`src/rtl/point_to_morton_code_top_defines.svh`:
```
// Assertion macros shared by the Morton code block.
`ifndef POINT_TO_MORTON_CODE_TOP_DEFINES_SVH
`define POINT_TO_MORTON_CODE_TOP_DEFINES_SVH
`ifndef SYNTHESIS
// Condition that must hold at every clock edge out of reset.
`define MC_ASSERT(lbl, cond) \
    lbl: assert property (@(posedge clk) disable iff (!rst_n) (cond)) \
        else $error("morton code check failed");
// Condition that implies a consequence in the next cycle.
`define MC_ASSERT_NEXT(lbl, ante, cons) \
    lbl: assert property (@(posedge clk) disable iff (!rst_n) (ante) |=> (cons)) \
        else $error("morton code check failed");
`else
`define MC_ASSERT(lbl, cond)
`define MC_ASSERT_NEXT(lbl, ante, cons)
`endif
`endif

```
`src/rtl/mc_pkg.sv`:
```
// ----------------------------------------------------------------------------
// mc_pkg
// Shared constants, register codes and helpers of the Morton code block.
// ----------------------------------------------------------------------------
package mc_pkg;

    localparam int DEPTH   = 21;
    localparam int STAGES  = DEPTH + 1;
    localparam int COORD_W = 32;
    localparam int CODE_W  = 3 * DEPTH;
    localparam logic [DEPTH-1:0] CELL_MAX = {DEPTH{1'b1}};

    typedef enum logic [2:0] {
        CFG_ORIGIN_X = 3'd0,
        CFG_ORIGIN_Y = 3'd1,
        CFG_ORIGIN_Z = 3'd2,
        CFG_EXTENT_X = 3'd3,
        CFG_EXTENT_Y = 3'd4,
        CFG_EXTENT_Z = 3'd5
    } cfg_idx_t;

    typedef struct packed {
        logic load;
    } mrg_ctrl_t;

    // x bit highest of each triple, then y, then z
    function automatic logic [CODE_W-1:0] interleave(
        input logic [DEPTH-1:0] cx,
        input logic [DEPTH-1:0] cy,
        input logic [DEPTH-1:0] cz
    );
        logic [CODE_W-1:0] code;
        code = '0;
        for (int b = 0; b < DEPTH; b++)
        begin
            code[3*b+2] = cx[b];
            code[3*b+1] = cy[b];
            code[3*b]   = cz[b];
        end
        return code;
    endfunction

endpackage

```
`src/rtl/mc_lane.sv`:
```
// ----------------------------------------------------------------------------
// mc_lane
// One axis: offset from origin, range check, then a restoring divider with
// one quotient bit per stage.
// ----------------------------------------------------------------------------
module mc_lane (
    input  logic                        clk,
    input  logic [mc_pkg::COORD_W-1:0]  point,
    input  logic [mc_pkg::COORD_W-1:0]  origin,
    input  logic [mc_pkg::COORD_W-1:0]  extent,
    input  logic [mc_pkg::STAGES-1:0]   en,
    output logic [mc_pkg::DEPTH-1:0]    grid_pos
);

    logic signed [mc_pkg::COORD_W:0] diff;
    logic                            zero_c;
    logic                            sat_c;

    logic [mc_pkg::COORD_W-1:0] rem_reg  [0:mc_pkg::DEPTH-1];
    logic [mc_pkg::DEPTH-1:0]   quo_reg  [0:mc_pkg::DEPTH];
    logic                       zero_reg [0:mc_pkg::DEPTH];
    logic                       sat_reg  [0:mc_pkg::DEPTH];

    assign diff   = $signed({point[mc_pkg::COORD_W-1], point})
                  - $signed({origin[mc_pkg::COORD_W-1], origin});
    assign zero_c = (extent == '0) || diff[mc_pkg::COORD_W] || (diff == '0);
    // quotient reaches 2^DEPTH exactly when diff >= extent
    assign sat_c  = !zero_c && (diff[mc_pkg::COORD_W-1:0] >= extent);

    always_ff @(posedge clk)
    begin
        if (en[0])
        begin
            rem_reg[0]  <= diff[mc_pkg::COORD_W-1:0];
            quo_reg[0]  <= '0;
            zero_reg[0] <= zero_c;
            sat_reg[0]  <= sat_c;
        end
    end

    // remainder stays below extent for in-range points; the 32-bit remainder doubled fits 33 bits
    for (genvar k = 1; k <= mc_pkg::DEPTH; k++)
    begin : g_div
        logic [mc_pkg::COORD_W:0] dbl;
        logic                     ge;
        logic [mc_pkg::DEPTH:0]   qs;

        assign dbl = {rem_reg[k-1], 1'b0};
        assign ge  = (dbl >= {1'b0, extent});
        assign qs  = {quo_reg[k-1], ge};

        always_ff @(posedge clk)
        begin
            if (en[k])
            begin
                quo_reg[k]  <= qs[mc_pkg::DEPTH-1:0];
                zero_reg[k] <= zero_reg[k-1];
                sat_reg[k]  <= sat_reg[k-1];
            end
        end

        if (k < mc_pkg::DEPTH)
        begin : g_rem
            logic [mc_pkg::COORD_W:0] sub;

            assign sub = dbl - {1'b0, extent};

            always_ff @(posedge clk)
            begin
                if (en[k])
                begin
                    rem_reg[k] <= ge ? sub[mc_pkg::COORD_W-1:0]
                                     : dbl[mc_pkg::COORD_W-1:0];
                end
            end
        end
    end

    assign grid_pos = zero_reg[mc_pkg::DEPTH] ? '0 :
                      sat_reg[mc_pkg::DEPTH]  ? mc_pkg::CELL_MAX :
                                                quo_reg[mc_pkg::DEPTH];

endmodule

```
`config.mk`:
```
export PLATFORM = sky130hd
export DESIGN_NAME = mc_lane
export DESIGN_NICKNAME = d
export VERILOG_FILES = /design/src/rtl/point_to_morton_code_top_defines.svh /design/src/rtl/mc_pkg.sv /design/src/rtl/mc_lane.sv
export SDC_FILE = /design/constraint.sdc
export NUM_CORES = 2
export LEC_CHECK = 0
export BUFFER_PORTS_ARGS = -buffer_cell sky130_fd_sc_hd__buf_2
export CORE_MARGIN = 5
export CORE_UTILIZATION = 35
export DETAILED_ROUTE_END_ITERATION = 8
export PLACE_DENSITY_LB_ADDON = 0.08
export SYNTH_ARGS = -nofsm -noshare
export SYNTH_HDL_FRONTEND = slang
export SYNTH_SLANG_ARGS = --single-unit
```
`constraint.sdc`:
```
create_clock -name clk -period 7.82 [get_ports clk]
set_input_delay 1.564 -clock clk [delete_from_list [all_inputs] [get_ports clk]]
set_output_delay 1.564 -clock clk [all_outputs]
set_load 0.01 [all_outputs]
```
* Yosys cells after proc, flatten, opt, wreduce, memory -nomap -nowiden
Memory sizes are Yosys's and may differ from the RTL's.
Cells that the tools add are included.
** Operators by class
- Add/sub/neg operators :: 21
- Order comparisons :: 22
- Mux-type cells :: 66
- Reductions and logical operators :: 6
** Operators with widths (number)
- $ge A33 B32 Y1 :: 21
- $mux W32 :: 20
- $sub A32 B32 Y32 :: 20
- $mux W1 :: 44
- $mux W21 :: 2
- $logic_not A33 Y1 :: 1
- $sub A32 B32 Y33 :: 1
- $ge A32 B32 Y1 :: 1
- $logic_not A32 Y1 :: 1
- $logic_or A1 B1 Y1 :: 2
- $logic_and A1 B1 Y1 :: 1
- $logic_not A1 Y1 :: 1
** Storage, ports and cells
- Flip-flop bits (word level) :: 0
- Memory bits (writable) :: 1178
- Bits of input ports :: 119
- Logic and storage cells :: 119
- Memories :: 4
** Memory list
- rem_reg :: depth 21, bits a word 32, rd ports 21, clocked after Yosys merged registers in 0, write ports 21, line mc_lane.sv:19 : logic [mc_pkg::COORD_W-1:0] rem_reg [0:mc_pkg::DEPTH-1];
- quo_reg :: depth 22, bits a word 21, rd ports 22, clocked after Yosys merged registers in 0, write ports 22, line mc_lane.sv:20 : logic [mc_pkg::DEPTH-1:0] quo_reg [0:mc_pkg::DEPTH];
- sat_reg :: depth 22, bits a word 1, rd ports 22, clocked after Yosys merged registers in 0, write ports 22, line mc_lane.sv:22 : logic sat_reg [0:mc_pkg::DEPTH];
- zero_reg :: depth 22, bits a word 1, rd ports 22, clocked after Yosys merged registers in 0, write ports 22, line mc_lane.sv:21 : logic zero_reg [0:mc_pkg::DEPTH];

* Depth between registers and ports, before layout
- Depth in word-level cells :: 5
- Mapped depth :: 23
- Depth with buffers taken out :: 23

* Worst setup path before layout
Ideal clock, no wire load.
- Path type :: input port to flip-flop
- Start :: input port point[0] (netlist name)
- End :: memory sat_reg[0][0] (data pin)
- Library setup time :: 0.270 ns
- Arrival :: 5.148 ns
- Slack :: 2.402 ns
- Stages on the path :: 23
- Path buffers :: 0
- Cell sequence :: inv_1 ha_1 inv_1 fa_1 a211oi_1 o21ai_0 a41oi_1 a21bo_2 o31ai_1 o21a_1 or3_1 and2_1 ha_1 a21oi_1 nor2b_1 o21ai_0 nand2b_1 a21oi_1 nor2b_1 o21ai_0 nand2b_1 a221oi_1 a211oi_1
** RTL lines
- start: declaration :: line mc_lane.sv:8 : input logic [mc_pkg::COORD_W-1:0] point,
- end: declaration :: line mc_lane.sv:22

==> results_dict.tcl <==
set metrics [dict create \
    outcome "completed" \
    grt_pass1_wl_um 322000 \
    p_leak_nw 31.2 \
    cp_slowest_cell "o211ai_4" \
    path_clk_slew_ns 0.06 \
    overflow 0 \
    syn_nets 7828 \
    clock_sinks 947 \
    synth_top_area_share 0.406 \
    vias_per_cell 5.49 \
    cpLargestDelayFamily "compound AO/OA/AOI/OAI gates" \
    syn_inst 6953 \
    async_flop_share 0 \
    arrival_ns 5.93 \
    end_kind "register" \
    wirelength_um 214000 \
    gp_congestion 0.901 \
    synthFlopType "edfxtp_1" \
    post-cts-setup-buffers 0 \
    yosys-top-cells-area "edfxtp_1 (41%), ha_1 (13%), a21oi_1 (4.5%), o21ai_0 (4.0%), mux2_2 (3.9%)" \
    htreeDepth 3 \
    critPathRequiredTime_ns 8.31 \
    rows 164 \
    postLayoutCellArea_um2 78200 \
    slew_headroom 0.250 \
    cts_hold_buf 0 \
    drive_gt1_frac 0.108 \
    antenna_found_initial 13 \
    grt_use_met1 0.273 \
    timing.setup.tns_ns 0 \
    synth_cell_type_count 92 \
    clockBufferDepth 3 \
    grtUsageMet2 0.329 \
    insertion_delay_ns 0.77 \
    ir_worst_vdd_mv 0.224 \
    use_met3 0.0264 \
    fin_crit_sh 0.696 \
    worst-setup-path-type "in -> reg" \
    drt_first_iter_violations 3703 \
    root_buffer "clkbuf_16" \
    syn_area_per_cell_um2 10.1 \
    cp.buffers_inverters 3 \
    routedWlPerCell_um 21.6 \
    top_usage_layer "met2" \
    rsz0062_at_grt "false" \
    drv_cap 0 \
    slew_violations 0 \
    pre_cts_ws_ns 1.63 \
    portBuffers 139 \
    dieArea_um2 209000 \
    p_per_area_nw_per_um2 447 \
    critPathMaxFanout 38 \
    dp_hpwl_um 162000 \
    finalHoldViolations 0 \
    grt_pass1_vias 52500 \
    post_cts_resized 0 \
    synth_edf_count 947 \
    cts_tree "done" \
    vias 54200 \
    syn_area_um2 70100 \
    fmax_ghz 0.184 \
    start_util 0.352 \
    cp_cell_sequence "buf_2, inv_2, buf_4, ha_1, o21a_1, o2bb2ai_1, a31oi_1, a41oi_1, o31ai_1, a211o_1, a211oi_2, o211ai_4, mux2_2" \
    ys_seq_area_frac 0.406 \
    hp-class "reg -> reg" \
    die_h_um 458 \
    worst_slack_ns 2.38 \
    grt_max_degree 65 \
    finalNetCount 7985 \
    tightest_slew_ns 1.13 \
    fin_util 0.392 \
    clock_skew_ns 0.0373 \
    syn_to_final_growth_pct 11.5 \
    largest_register_ffs 672 \
    fin_crit_ns 5.44 \
    hold_ws_ns 0.400 \
    ys_ff_latch 947 \
    cts_buffers 119 \
    first_pass_iters 6 \
    synth_common_cells "edfxtp_1 (947), ha_1 (735), a21oi_1 (634), nand2_1 (571), o21ai_0 (556)" \
    crit_path_max_incr_delay_ns 0.86 \
    crit_path_start_kind "primary input" \
    yosysMostFrequentCell "edfxtp_1" \
    ys_warn_count 0 \
    gr-usage-all-layers 0.197 \
    pin_count 140 \
    core_um2 199000 \
    die_w_um 458 \
    synth.largest_area_cell "edfxtp_1" \
    place_area_um2 74200 \
    drc 0 \
    setup_violations 0 \
    postRouteAntennaNets 0 \
]
## final timing paths
| check | start | end | slack, ns | cells after the start |
|---|---|---|---|---|
| worst min register to register | quo_reg[2][36]$_DFFE_PP_ | quo_reg[2][58]$_DFFE_PP_ | 0.40 | 0 |
| worst max register to register | rem_reg[3][36]$_DFFE_PP_ | rem_reg[3][90]$_DFFE_PP_ | 3.50 | 10 |
| worst max-delay path | extent[7] | rem_reg[3][90]$_DFFE_PP_ | 2.38 | 13 |
| worst min-delay path | quo_reg[2][36]$_DFFE_PP_ | quo_reg[2][58]$_DFFE_PP_ | 0.40 | 0 |
## layout by cell type (no fill, tap or decap), types with 111 or more instances in the layout
| cell | Yosys | layout |
|---|---|---|
| edfxtp_1 | 947 | 947 |
| ha_1 | 735 | 735 |
| a21oi_1 | 634 | 630 |
| nand2_1 | 571 | 570 |
| o21ai_0 | 556 | 556 |
| nor2_1 | 474 | 473 |
| xnor2_1 | 309 | 309 |
| a21o_1 | 300 | 300 |
| xor2_1 | 256 | 256 |
| mux2_2 | 241 | 241 |
| inv_1 | 219 | 187 |
| nand3_1 | 140 | 140 |
| buf_2 | 28 | 138 |
| clkbuf_16 | 0 | 121 |
| nand4_1 | 111 | 111 |
## metrics by stage
stage                     power (mW)  std cells
after floorplan                 24.4       6953
after global placement          29.2       9645
after detailed placement        29.2       9645
after CTS                       35.2       9866
after global routing            37.8       9868
final                           35.0       9868
## kinds of logic after synthesis
group,Yosys count,share of synthesized area
buf+inv,407,0.0232
mux,290,0.0476
xor+xnor,565,0.0706
flops,947,0.406
simple gates,1852,0.126
fa+ha+maj,756,0.137
compound gates,2136,0.190
## power breakdown
| part | switching (mW) | internal [mW] |
|---|---|---|
| Combinational | 10.5 | 8.48 |
| Sequential | 1.46 | 8.79 |
| Clock | 2.33 | 3.35 |
## metal layers
metal / share of wire / wire [um]
met1: 0.47 / 99900
met2: 0.46 / 99100
met3: 0.046 / 9780
met4: 0.022 / 4670
met5: 0 / 0
## area by class of cell
| type | instances | area (um2) |
|---|---|---|
| Multi-Input combinational cell | 5599 | 40200 |
| Clock inverter | 87 | 911 |
| Clock buffer | 134 | 3080 |
| Sequential cell | 947 | 28400 |
| Antenna cell | 2 | 5.00 |
| Fill cell | 19700 | 121000 |
| Tap cell | 2656 | 3320 |
| Timing Repair Buffer | 224 | 1400 |
| Inverter | 219 | 822 |
(Power assumes the default switching activity.)
