## src/rtl/point_to_morton_code_top_defines.svh

```systemverilog
// Assertion macros shared by the Morton code block.
`ifndef POINT_TO_MORTON_CODE_TOP_DEFINES_SVH
`define POINT_TO_MORTON_CODE_TOP_DEFINES_SVH
`ifndef SYNTHESIS
// Condition that must hold at every clock edge out of reset.
`define MC_ASSERT(lbl, cond) \
    lbl: assert property (@(posedge clk) disable iff (!rst_n) (cond)) \
        else $error("morton code check failed");
// Condition that implies a consequence in the next cycle.
`define MC_ASSERT_NEXT(lbl, ante, cons) \
    lbl: assert property (@(posedge clk) disable iff (!rst_n) (ante) |=> (cons)) \
        else $error("morton code check failed");
`else
`define MC_ASSERT(lbl, cond)
`define MC_ASSERT_NEXT(lbl, ante, cons)
`endif
`endif

```

## src/rtl/mc_pkg.sv

```systemverilog
// ----------------------------------------------------------------------------
// mc_pkg
// Shared constants, register codes and helpers of the Morton code block.
// ----------------------------------------------------------------------------
package mc_pkg;

    localparam int DEPTH   = 21;
    localparam int STAGES  = DEPTH + 1;
    localparam int COORD_W = 32;
    localparam int CODE_W  = 3 * DEPTH;
    localparam logic [DEPTH-1:0] CELL_MAX = {DEPTH{1'b1}};

    typedef enum logic [2:0] {
        CFG_ORIGIN_X = 3'd0,
        CFG_ORIGIN_Y = 3'd1,
        CFG_ORIGIN_Z = 3'd2,
        CFG_EXTENT_X = 3'd3,
        CFG_EXTENT_Y = 3'd4,
        CFG_EXTENT_Z = 3'd5
    } cfg_idx_t;

    typedef struct packed {
        logic load;
    } mrg_ctrl_t;

    // x bit highest of each triple, then y, then z
    function automatic logic [CODE_W-1:0] interleave(
        input logic [DEPTH-1:0] cx,
        input logic [DEPTH-1:0] cy,
        input logic [DEPTH-1:0] cz
    );
        logic [CODE_W-1:0] code;
        code = '0;
        for (int b = 0; b < DEPTH; b++)
        begin
            code[3*b+2] = cx[b];
            code[3*b+1] = cy[b];
            code[3*b]   = cz[b];
        end
        return code;
    endfunction

endpackage

```

## src/rtl/mc_merge.sv

```systemverilog
// ----------------------------------------------------------------------------
// mc_merge
// Interleaves the three lane cells into the Morton code; output register.
// ----------------------------------------------------------------------------
module mc_merge (
    input  logic                       clk,
    input  mc_pkg::mrg_ctrl_t          ctrl,
    input  logic [mc_pkg::DEPTH-1:0]   lane_x,
    input  logic [mc_pkg::DEPTH-1:0]   lane_y,
    input  logic [mc_pkg::DEPTH-1:0]   lane_z,
    output logic [mc_pkg::CODE_W-1:0]  morton_code,
    output logic [mc_pkg::DEPTH-1:0]   cell_x,
    output logic [mc_pkg::DEPTH-1:0]   cell_y,
    output logic [mc_pkg::DEPTH-1:0]   cell_z
);

    logic [mc_pkg::CODE_W-1:0] code_reg;
    logic [mc_pkg::DEPTH-1:0]  cx_reg;
    logic [mc_pkg::DEPTH-1:0]  cy_reg;
    logic [mc_pkg::DEPTH-1:0]  cz_reg;

    always_ff @(posedge clk)
    begin
        if (ctrl.load)
        begin
            code_reg <= mc_pkg::interleave(lane_x, lane_y, lane_z);
            cx_reg   <= lane_x;
            cy_reg   <= lane_y;
            cz_reg   <= lane_z;
        end
    end

    assign morton_code = code_reg;
    assign cell_x      = cx_reg;
    assign cell_y      = cy_reg;
    assign cell_z      = cz_reg;

endmodule
```

## config.mk

```make
export PLATFORM = sky130hd
export DESIGN_NAME = mc_merge
export DESIGN_NICKNAME = d
export VERILOG_FILES = /design/src/rtl/point_to_morton_code_top_defines.svh /design/src/rtl/mc_pkg.sv /design/src/rtl/mc_merge.sv
export SDC_FILE = /design/constraint.sdc
export NUM_CORES = 1
export LEC_CHECK = 0
export BUFFER_PORTS_ARGS = -buffer_cell sky130_fd_sc_hd__clkbuf_2
export CORE_ASPECT_RATIO = 0.6
export CORE_MARGIN = 2
export CORE_UTILIZATION = 30
export CTS_BUF_LIST = sky130_fd_sc_hd__clkbuf_4
export CTS_CLUSTER_DIAMETER = 120
export DETAILED_ROUTE_END_ITERATION = 7
export GPL_TIMING_DRIVEN = 1
export PLACE_DENSITY = 0.63
export SLEW_MARGIN = 20
export SYNTH_ARGS = -nofsm -noshare
export SYNTH_HDL_FRONTEND = slang
export SYNTH_SLANG_ARGS = --single-unit
```

## constraint.sdc

```tcl
create_clock -name clk -period 1.01 [get_ports clk]
set_input_delay 0.0505 -clock clk [delete_from_list [all_inputs] [get_ports clk]]
set_output_delay 0.0505 -clock clk [all_outputs]
set_load 0.02 [all_outputs]
```

After elaboration in Yosys (flattened, before gate mapping):

Index checks and enable logic that the tools add are counted.

* add/sub/neg operators: 0
* equality and inequality tests: 0
* mux-type cells: 0
* shifts and indexed selects: 0
* reductions and logical operators: 0
* divide/modulo/power cells: 0
* multiply operators: 0
* $lt $le $gt $ge: 0
* bitwise logic cells: 0

* input bits: 65
* RAM bits: 0
* flip-flop bits (word level): 126
* memory bits (read-only): 0
* output and inout port bits: 126
* latch bits: 0
* memories: 0

Depth between registers and ports, before layout:

Gate-level depths: netlist of the first run.

* depth after elaboration: 0
* gate-level depth with buffers: 1
* mapped depth without buffers: 0

Least setup slack after synthesis of the first run:

No wires, ideal clock.

* path kind: register to output
* start point: reg code_reg (netlist bit morton_code[0])
* end point: out morton_code[0] in the netlist's numbering
* slack: 0.292 ns
* buffers on the path: 1
* stages on the path, launching flop included: 2
* arrival: 0.667 ns
* data required time: 0.959 ns
* cells stage by stage: edfxtp_1 > buf_4

RTL lines
* start: declaration: line mc_merge.sv:17 `logic [mc_pkg::CODE_W-1:0] code_reg;`
* start signal: assignment: line mc_merge.sv:26 `code_reg <= mc_pkg::interleave(lane_x, lane_y, lane_z);`
* end: declaration: line mc_merge.sv:11 `output logic [mc_pkg::CODE_W-1:0] morton_code,`

No word-level cell between the ends.

==> run_results.csv, run 1 <==
group,metric,value,unit
grt,grt_overflow,0,
yosys,netlist_instances,126,
sta,tightest_slew,0.188,ns
worst_setup_path,cp_max_fo,2,
placed_design,gp_congestion,0.675,
drt,drc_errors,0,
hold_path,holdCritPathClass,"input pin to register",
drt,vias_per_cell,3.95,
placed_design,dp_slack,0.257,ns
placed_design,io_buffer_count,190,
drt,vias,1744,
floorplanning,ioPinCount,191,
sta,grt_setup_unrepaired,"yes",
yosys,ys_top_cells_by_area,"edfxtp_1, buf_4",
yosys,ys_warn_count,0,
sta,worst_slack,-0.0940,ns
drt,wl_per_cell,16.1,um
worst_setup_path,crit_path_cell_trace,"buf_6",
drt,dr.first_iter.drc_count,89,
grt,grt_use_total,12.8,%
power_and_ir_drop,power_density,1490,mW/mm2
worst_setup_path,path_class,"register to output port",
drt,drt.antenna.violating_nets,0,
flow_run,drv_cap,0,
clocking,cts_setup_buffers,0,
floorplanning,start_util,30.5,%
placed_design,hpwl,3610,um
hold_path,hold_path_depth,2,
worst_setup_path,critPathLaunchType,"register",
clocking,cts_tree,"built",
yosys,synth_fp_nets,191,
finish,num_antenna_cells,0,
grt,antenna_found_initial,0,
grt,grt_first_pass_wirelength,8260,um
finish,largest_register_ffs,63,
floorplanning,rows,25,
yosys,synth_area,0.00236,mm2
clocking,cts_buffers,9,
sta,fmax,906,MHz
drt,route.final.wire_length,7100,um
worst_setup_path,worstSetupStartpoint,"morton_code[26]$_DFFE_PP_",
status,outcome,"finished with violations",
grt,grt_pass1_vias,1683,
status,violations,"negative setup slack",
finish,drive_gt1_share,61.7,%
yosys,synth-seq-area-share,80.0,%
floorplanning,die_area,0.00863,mm2
grt,top_usage_layer,"met2",
sta,timing.final.crit_share,109,%
worst_setup_path,slowest_stage,"edfxtp_1",
placed_design,dp_cells,363,
floorplanning,core-area,0.00776,mm2
hold_path,hp-start,"ctrl",
finish,nFillCells,600,
yosys,synth.avg_cell_area,18.8,um2
worst_setup_path,cp-end-kind,"output port",
sta,hold_viol,0,
floorplanning,die_h,72.8,um
clocking,clk_pin_slew,0.12,ns
finish,nMultiInputCombCells,0,
yosys,synth_top_area_share,80.0,%
sta,setup_violations,126,
floorplanning,die_x,119,um
worst_setup_path,path_delay_family,"flip-flops",
yosys,synth_seq_cells,63,
finish,multi_input_area,0,um2
sta,fin_crit,1.10,ns
worst_setup_path,critical_path_depth,1,
grt,met1_usage,13.2,%
sta,drv_slew,0,
yosys,synth_area_leader_cell,"edfxtp_1",
finish,syn_to_final_growth,91.5,%
clocking,cts_max_level,3,
finish,final_cells,442,
drt,drtPass1Iterations,3,
clocking,clk_path_buf_depth,2,
clocking,clock_sinks,63,
grt,use_met2,22.5,%
worst_setup_path,critPathBufInv,1,
clocking,clock-root-buffer,"clkbuf_4",
worst_setup_path,crit_arrival,1.05,ns
grt,grtUsageMet3,6.88,%
worst_setup_path,cp.required,0.96,ns
sta,setup_tns,-4.65,ns
yosys,synth_cell_types,2,
grt,grt_max_degree,35,
power_and_ir_drop,peakVddDrop,0.643,mV
sta,slew_headroom,87.5,%
finish,final_nets,394,
power_and_ir_drop,p_leak,0.00198,uW
worst_setup_path,slowest_delay,0.48,ns
==> per-layer routing <==
metal	vias to the layer above	part of all wire, %
met5	-	0
met4	0	0.66
met3	6	10
met2	120	54
met1	829	35
li1	789	-
==> where the power goes <==
part / internal (uW) / switching, uW / total, uW
sequential: 3120 / 194 / 3310
combinational: 938 / 803 / 1740
clock: 770 / 915 / 1690
total: 4820 / 1910 / 6740
==> path summary, 6_finish.rpt <==
| path | slack (ns) | to |
|---|---|---|
| worst max-delay path | -0.09 | cell_x[8] |
| worst min-delay path | 0.13 | morton_code[28]$_DFFE_PP_ |
==> logic make-up (layout without fill, tap and decap cells) <==
logic type	after synthesis	count (layout)	share of synthesized area, %
flip-flops	63	63	80.0
buffers and inverters	63	271	20.0
==> Yosys cell counts <==
library cell	instances
buf_4	63
edfxtp_1	63
==> placed cells by master, fill, tap and decap left out <==
cell / n
clkinv_4: 1
dlygate4sd3_1: 63
buf_6: 118
clkinv_1: 2
buf_4: 2
edfxtp_1: 63
clkinvlp_4: 2
buf_12: 2
buf_2: 6
clkbuf_4: 10
bufinv_16: 1
clkbuf_2: 64
==> layout make-up <==
cell class / instances / area [um2] / area share, %
repair buffers: 255 / 2360 / 52.2
flip-flops and latches: 63 / 1890 / 41.8
well taps: 108 / 135 / 2.98
clock inverters: 6 / 61.3 / 1.35
clock buffers: 10 / 75.1 / 1.66
==> metrics by stage <==
step	utilization [%]	instance area, um2	power, uW	hold WS, ns
floorplan	-	2360	4060	0.149
global placement	38.9	3020	4350	0.227
detailed placement	38.9	3020	4360	0.229
CTS	48.8	3780	6240	0.104
global route	58.4	4530	7000	0.0840
finish	58.4	4530	6740	0.132
==> what timing repair did <==
action | CTS | global route
hold buffers | 63 | 0
endpoints found under the hold margin | 63 | 0
endpoints found under the setup margin | 126 | 126
gates resized for setup | 0 | 364
(Power assumes the default switching activity.)
==> run 2, diff against run 1 <==
CORE_UTILIZATION = 43   (was 30)
PLACE_DENSITY = 0.86   (was 0.63)
==> run 2 against run 1 <==
The run still ends with negative setup slack left. Combinational power hardly changed. Wire length is 15% higher. Critical path type unchanged. Critical path depth stayed put. Hold slack better by 0.0080 ns. Maximum frequency is 0.32% lower. Non-clock buffer count stayed put. First-iteration DRC count is 26% lower. Core utilization is 27 points higher.
==> run_results.csv, run 2 (synthesis results as in run 1) <==
group,metric,value,unit
status,outcome,"finished with violations",
status,violations,"negative setup slack",
clocking,clock_sinks,63,
sta,hold_viol,0,
sta,slew_headroom,86.9,%
drt,vias_per_cell,4.47,
sta,drv_slew,0,
finish,final_nets,394,
finish,nMultiInputCombCells,0,
floorplanning,die_area,0.00613,mm2
sta,fin_crit,1.11,ns
power_and_ir_drop,p_leak,0.00198,uW
floorplanning,start_util,45.7,%
placed_design,io_buffer_count,190,
worst_setup_path,cp-end-kind,"output port",
clocking,cts_buffers,9,
worst_setup_path,critPathBufInv,1,
flow_run,drv_cap,0,
grt,grt_use_total,20.7,%
clocking,clk_path_buf_depth,2,
floorplanning,ioPinCount,191,
sta,hold_slack,0.140,ns
finish,final_common_cell,"buf_6",
drt,wl_per_cell,20.4,um
sta,fmax,903,MHz
placed_design,gp_congestion,0.726,
sta,grt_setup_unrepaired,"yes",
worst_setup_path,slowest_stage,"edfxtp_1",
drt,vias,1788,
sta,timing.final.crit_share,110,%
hold_path,holdCritPathClass,"input pin to register",
sta,worst_slack,-0.0975,ns
drt,drt.antenna.violating_nets,0,
worst_setup_path,slowest_delay,0.46,ns
grt,grt_first_pass_wirelength,8900,um
clocking,cts_max_level,3,
placed_design,hpwl,4010,um
clocking,cts_tree,"built",
worst_setup_path,cp.required,0.96,ns
finish,syn_to_final_growth,88.0,%
finish,drive_gt1_share,62.2,%
finish,nFillCells,243,
worst_setup_path,path_delay_family,"flip-flops",
clocking,clock-root-buffer,"clkbuf_4",
floorplanning,core-area,0.00518,mm2
worst_setup_path,path_class,"register to output port",
floorplanning,rows,20,
power_and_ir_drop,peakVddDrop,1.01,mV
drt,dr.first_iter.drc_count,66,
worst_setup_path,critPathLaunchType,"register",
power_and_ir_drop,power_density,1520,mW/mm2
worst_setup_path,crit_path_cell_trace,"buf_2",
grt,grt_max_degree,36,
finish,multi_input_area,0,um2
sta,tightest_slew,0.197,ns
worst_setup_path,cp_max_fo,2,
drt,drc_errors,0,
hold_path,hold_path_depth,2,
clocking,clk_pin_slew,0.11,ns
floorplanning,die_x,99.7,um
placed_design,dp_slack,0.261,ns
finish,mostFrequentLayoutCells,"buf_6, clkbuf_2, dlygate4sd3_1, edfxtp_1, clkbuf_4",
clocking,cts_setup_buffers,0,
finish,seq_area,0.00189,mm2
grt,grt_pass1_vias,1694,
drt,route.final.wire_length,8180,um
finish,largest_register_ffs,63,
grt,grt_overflow,0,
floorplanning,die_h,61.4,um
drt,drtPass1Iterations,4,
hold_path,min_to,"morton_code[58]$_DFFE_PP_",
hold_path,hp-start,"ctrl",
grt,antenna_found_initial,1,
worst_setup_path,crit_arrival,1.06,ns
sta,setup_violations,122,
run 2: changes by cell type in the layout (fill, tap and decap cells not counted), moves of 2 or more:
cell / before / now
clkinv_1: 2 / 0
clkinv_2: 0 / 2
buf_2: 6 / 10
buf_6: 118 / 112
run 2: area by class of cell:
| class | instances | area share, % |
|---|---|---|
| well taps | 66 | 1.86 |
| repair buffers | 255 | 52.6 |
| clock inverters | 4 | 1.07 |
| clock buffers | 11 | 1.86 |
| flip-flops and latches | 63 | 42.6 |
| diodes | 1 | 0.0563 |
run 2: worst max-delay path by stage:
stage / start / endpoint / slack, ns / cells past startpoint
4_1_cts: morton_code[11]$_DFFE_PP_ / morton_code[11] / -0.08 / 1
2_1_floorplan: morton_code[0]$_DFFE_PP_ / morton_code[0] / 0.29 / 1
5_1_grt: morton_code[3]$_DFFE_PP_ / morton_code[3] / -0.16 / 1
6_report: morton_code[3]$_DFFE_PP_ / cell_z[1] / -0.1 / 1
3_5_place_dp: ctrl / morton_code[15]$_DFFE_PP_ / 0.26 / 2
3_3_place_gp: ctrl / morton_code[61]$_DFFE_PP_ / 0.27 / 2
run 2: where the power goes:
part,total (uW),switching [uW],internal (uW)
sequential,3320,200,3120
clock,1670,881,790
combinational,1760,834,924
total,6750,1920,4830
run 2: routing by layer:
| layer | up-vias | part of all wire [%] | track usage (%) | wire [um] |
|---|---|---|---|---|
| met3 | 12 | 9.1 | 9.76 | 747 |
| met4 | 0 | 2.2 | 7.83 | 176 |
| met1 | 877 | 34 | 20.7 | 2800 |
| met2 | 109 | 54 | 38.9 | 4460 |
| li1 | 790 | - | - | - |
| met5 | - | 0 | 0 | 0 |
run 2: per-stage QoR:
step | total power [uW] | util [%] | setup TNS [ns] | area (um2) | std cells
after global placement | 4350 | 57.2 | 0 | 2970 | 321
after floorplan | 4060 | - | 0 | 2360 | 126
final | 6750 | 85.8 | -4.93 | 4450 | 400
after detailed placement | 4380 | 57.2 | 0 | 2970 | 321
after global routing | 6960 | 85.8 | -12.63 | 4450 | 400
after CTS | 6180 | 72.1 | -4.08 | 3730 | 399
run 2: what timing repair did:
item,CTS,global route
setup endpoints to repair,126,126
hold endpoints to repair,63,0
hold buffers,63,0
resized for setup,2,355
==> run 3, diff against run 2 <==
PLACE_DENSITY = 0.91   (was 0.86)
SKIP_CTS_REPAIR_TIMING = 1   (was unset)
==> run 3 against run 2 <==
The flow still finishes with violations (negative setup slack). Worst setup slack hardly changed. Combinational power hardly changed. First-iteration DRC count is 11% lower. Total power is 0.70% lower. Critical endpoint is now morton_code[59]. Critical path depth stayed put. Largest cell class unchanged. Maximum frequency hardly changed. Sequential power hardly changed. Sequential share of layout area is 0.096 points higher. Non-clock buffer count is 1 higher. Via count is 1.6% higher. Die area stayed put.
==> run_results.csv, run 3 (synthesis results as in run 1) <==
group,metric,value,unit
finish,nMultiInputCombCells,0,
finish,largest_register_ffs,63,
worst_setup_path,path_delay_family,"flip-flops",
floorplanning,die_h,61.4,um
finish,drive_gt1_share,61.5,%
floorplanning,rows,20,
worst_setup_path,slowest_delay,0.48,ns
floorplanning,core-area,0.00518,mm2
placed_design,io_buffer_count,190,
grt,grt_first_pass_wirelength,6650,um
grt,antenna_found_initial,0,
flow_run,drv_cap,0,
placed_design,placed_area,0.00296,mm2
sta,fmax,903,MHz
finish,multi_input_area,0,um2
grt,grt_pass1_vias,1350,
finish,design_area,0.00444,mm2
hold_path,holdCritPathClass,"input pin to register",
status,violations,"negative setup slack",
drt,drt.antenna.violating_nets,0,
finish,final_nets,395,
clocking,cts_buffers,9,
clocking,clock-root-buffer,"clkbuf_4",
worst_setup_path,crit_arrival,1.06,ns
worst_setup_path,slowest_stage,"edfxtp_1",
sta,tightest_slew,0.287,ns
sta,drv_slew,0,
clocking,clk_path_buf_depth,2,
grt,grt_max_degree,36,
status,outcome,"finished with violations",
floorplanning,die_x,99.7,um
sta,fin_crit,1.11,ns
clocking,cts_tree,"built",
sta,grt_setup_unrepaired,"yes",
clocking,cts_max_level,3,
worst_setup_path,cp_max_fo,2,
hold_path,hp-start,"ctrl",
worst_setup_path,critPathBufInv,1,
sta,setup_violations,120,
finish,num_antenna_cells,0,
drt,wl_per_cell,19.6,um
grt,grt_use_total,15.6,%
floorplanning,die_area,0.00613,mm2
drt,drc_errors,0,
finish,syn_to_final_growth,87.6,%
floorplanning,start_util,45.7,%
sta,worst_slack,-0.0971,ns
finish,final_common_cell,"buf_6",
placed_design,dp_cells,322,
placed_design,dp_slack,0.193,ns
worst_setup_path,cp-end-kind,"output port",
placed_design,hpwl,3990,um
placed_design,gp_congestion,0.694,
grt,grt_overflow,0,
worst_setup_path,cp.required,0.96,ns
sta,timing.final.crit_share,110,%
worst_setup_path,worstSetupStartpoint,"morton_code[59]$_DFFE_PP_",
drt,vias,1817,
floorplanning,ioPinCount,191,
power_and_ir_drop,peakVddDrop,1.06,mV
finish,mostFrequentLayoutCells,"buf_6, clkbuf_2, dlygate4sd3_1, edfxtp_1, buf_2",
worst_setup_path,critPathLaunchType,"register",
drt,dr.first_iter.drc_count,59,
power_and_ir_drop,power_density,1510,mW/mm2
finish,final_cells,401,
worst_setup_path,crit_path_cell_trace,"buf_6",
clocking,clock_sinks,63,
sta,slew_headroom,80.9,%
power_and_ir_drop,p_leak,0.00196,uW
worst_setup_path,path_class,"register to output port",
drt,route.final.wire_length,7880,um
clocking,clk_pin_slew,0.11,ns
drt,drtPass1Iterations,4,
drt,vias_per_cell,4.53,
sta,hold_viol,0,
-- run 3: path summary, 6_finish.rpt --
| check | to | slack (ns) | depth (start not counted) |
|---|---|---|---|
| setup / recovery | morton_code[59] | -0.1 | 1 |
| hold / removal | morton_code[12]$_DFFE_PP_ | 0.10 | 2 |
-- run 3: cell type report --
| class | count | area (um2) |
|---|---|---|
| Timing Repair Buffer | 256 | 2330 |
| Clock buffer | 9 | 67.6 |
| Tap cell | 66 | 82.6 |
| Sequential cell | 63 | 1890 |
| Fill cell | 220 | 744 |
| Clock inverter | 7 | 63.8 |
-- run 3: metal layers --
layer / routed length (um) / GRT usage, %
met1: 2410 / 16.4
met2: 4380 / 25.0
met3: 858 / 9.31
met4: 225 / 9.00
met5: 0 / 0
-- run 3: per-stage QoR --
step           utilization, %  hold slack, ns  TNS, ns  total power, uW
2_1_floorplan               -           0.149        0             4060
3_3_place_gp             57.1           0.228        0             4350
3_5_place_dp             57.1           0.229        0             4380
4_1_cts                  59.7          -0.205    -4.91             5960
5_1_grt                  85.6          0.0931    -9.71             6890
6_report                 85.6           0.103    -5.50             6700
-- run 3: where the power goes --
| part | total [uW] | switching [uW] | internal, uW |
|---|---|---|---|
| clock network | 1630 | 904 | 728 |
| registers | 3320 | 199 | 3120 |
| logic | 1750 | 833 | 919 |
| total | 6700 | 1940 | 4760 |
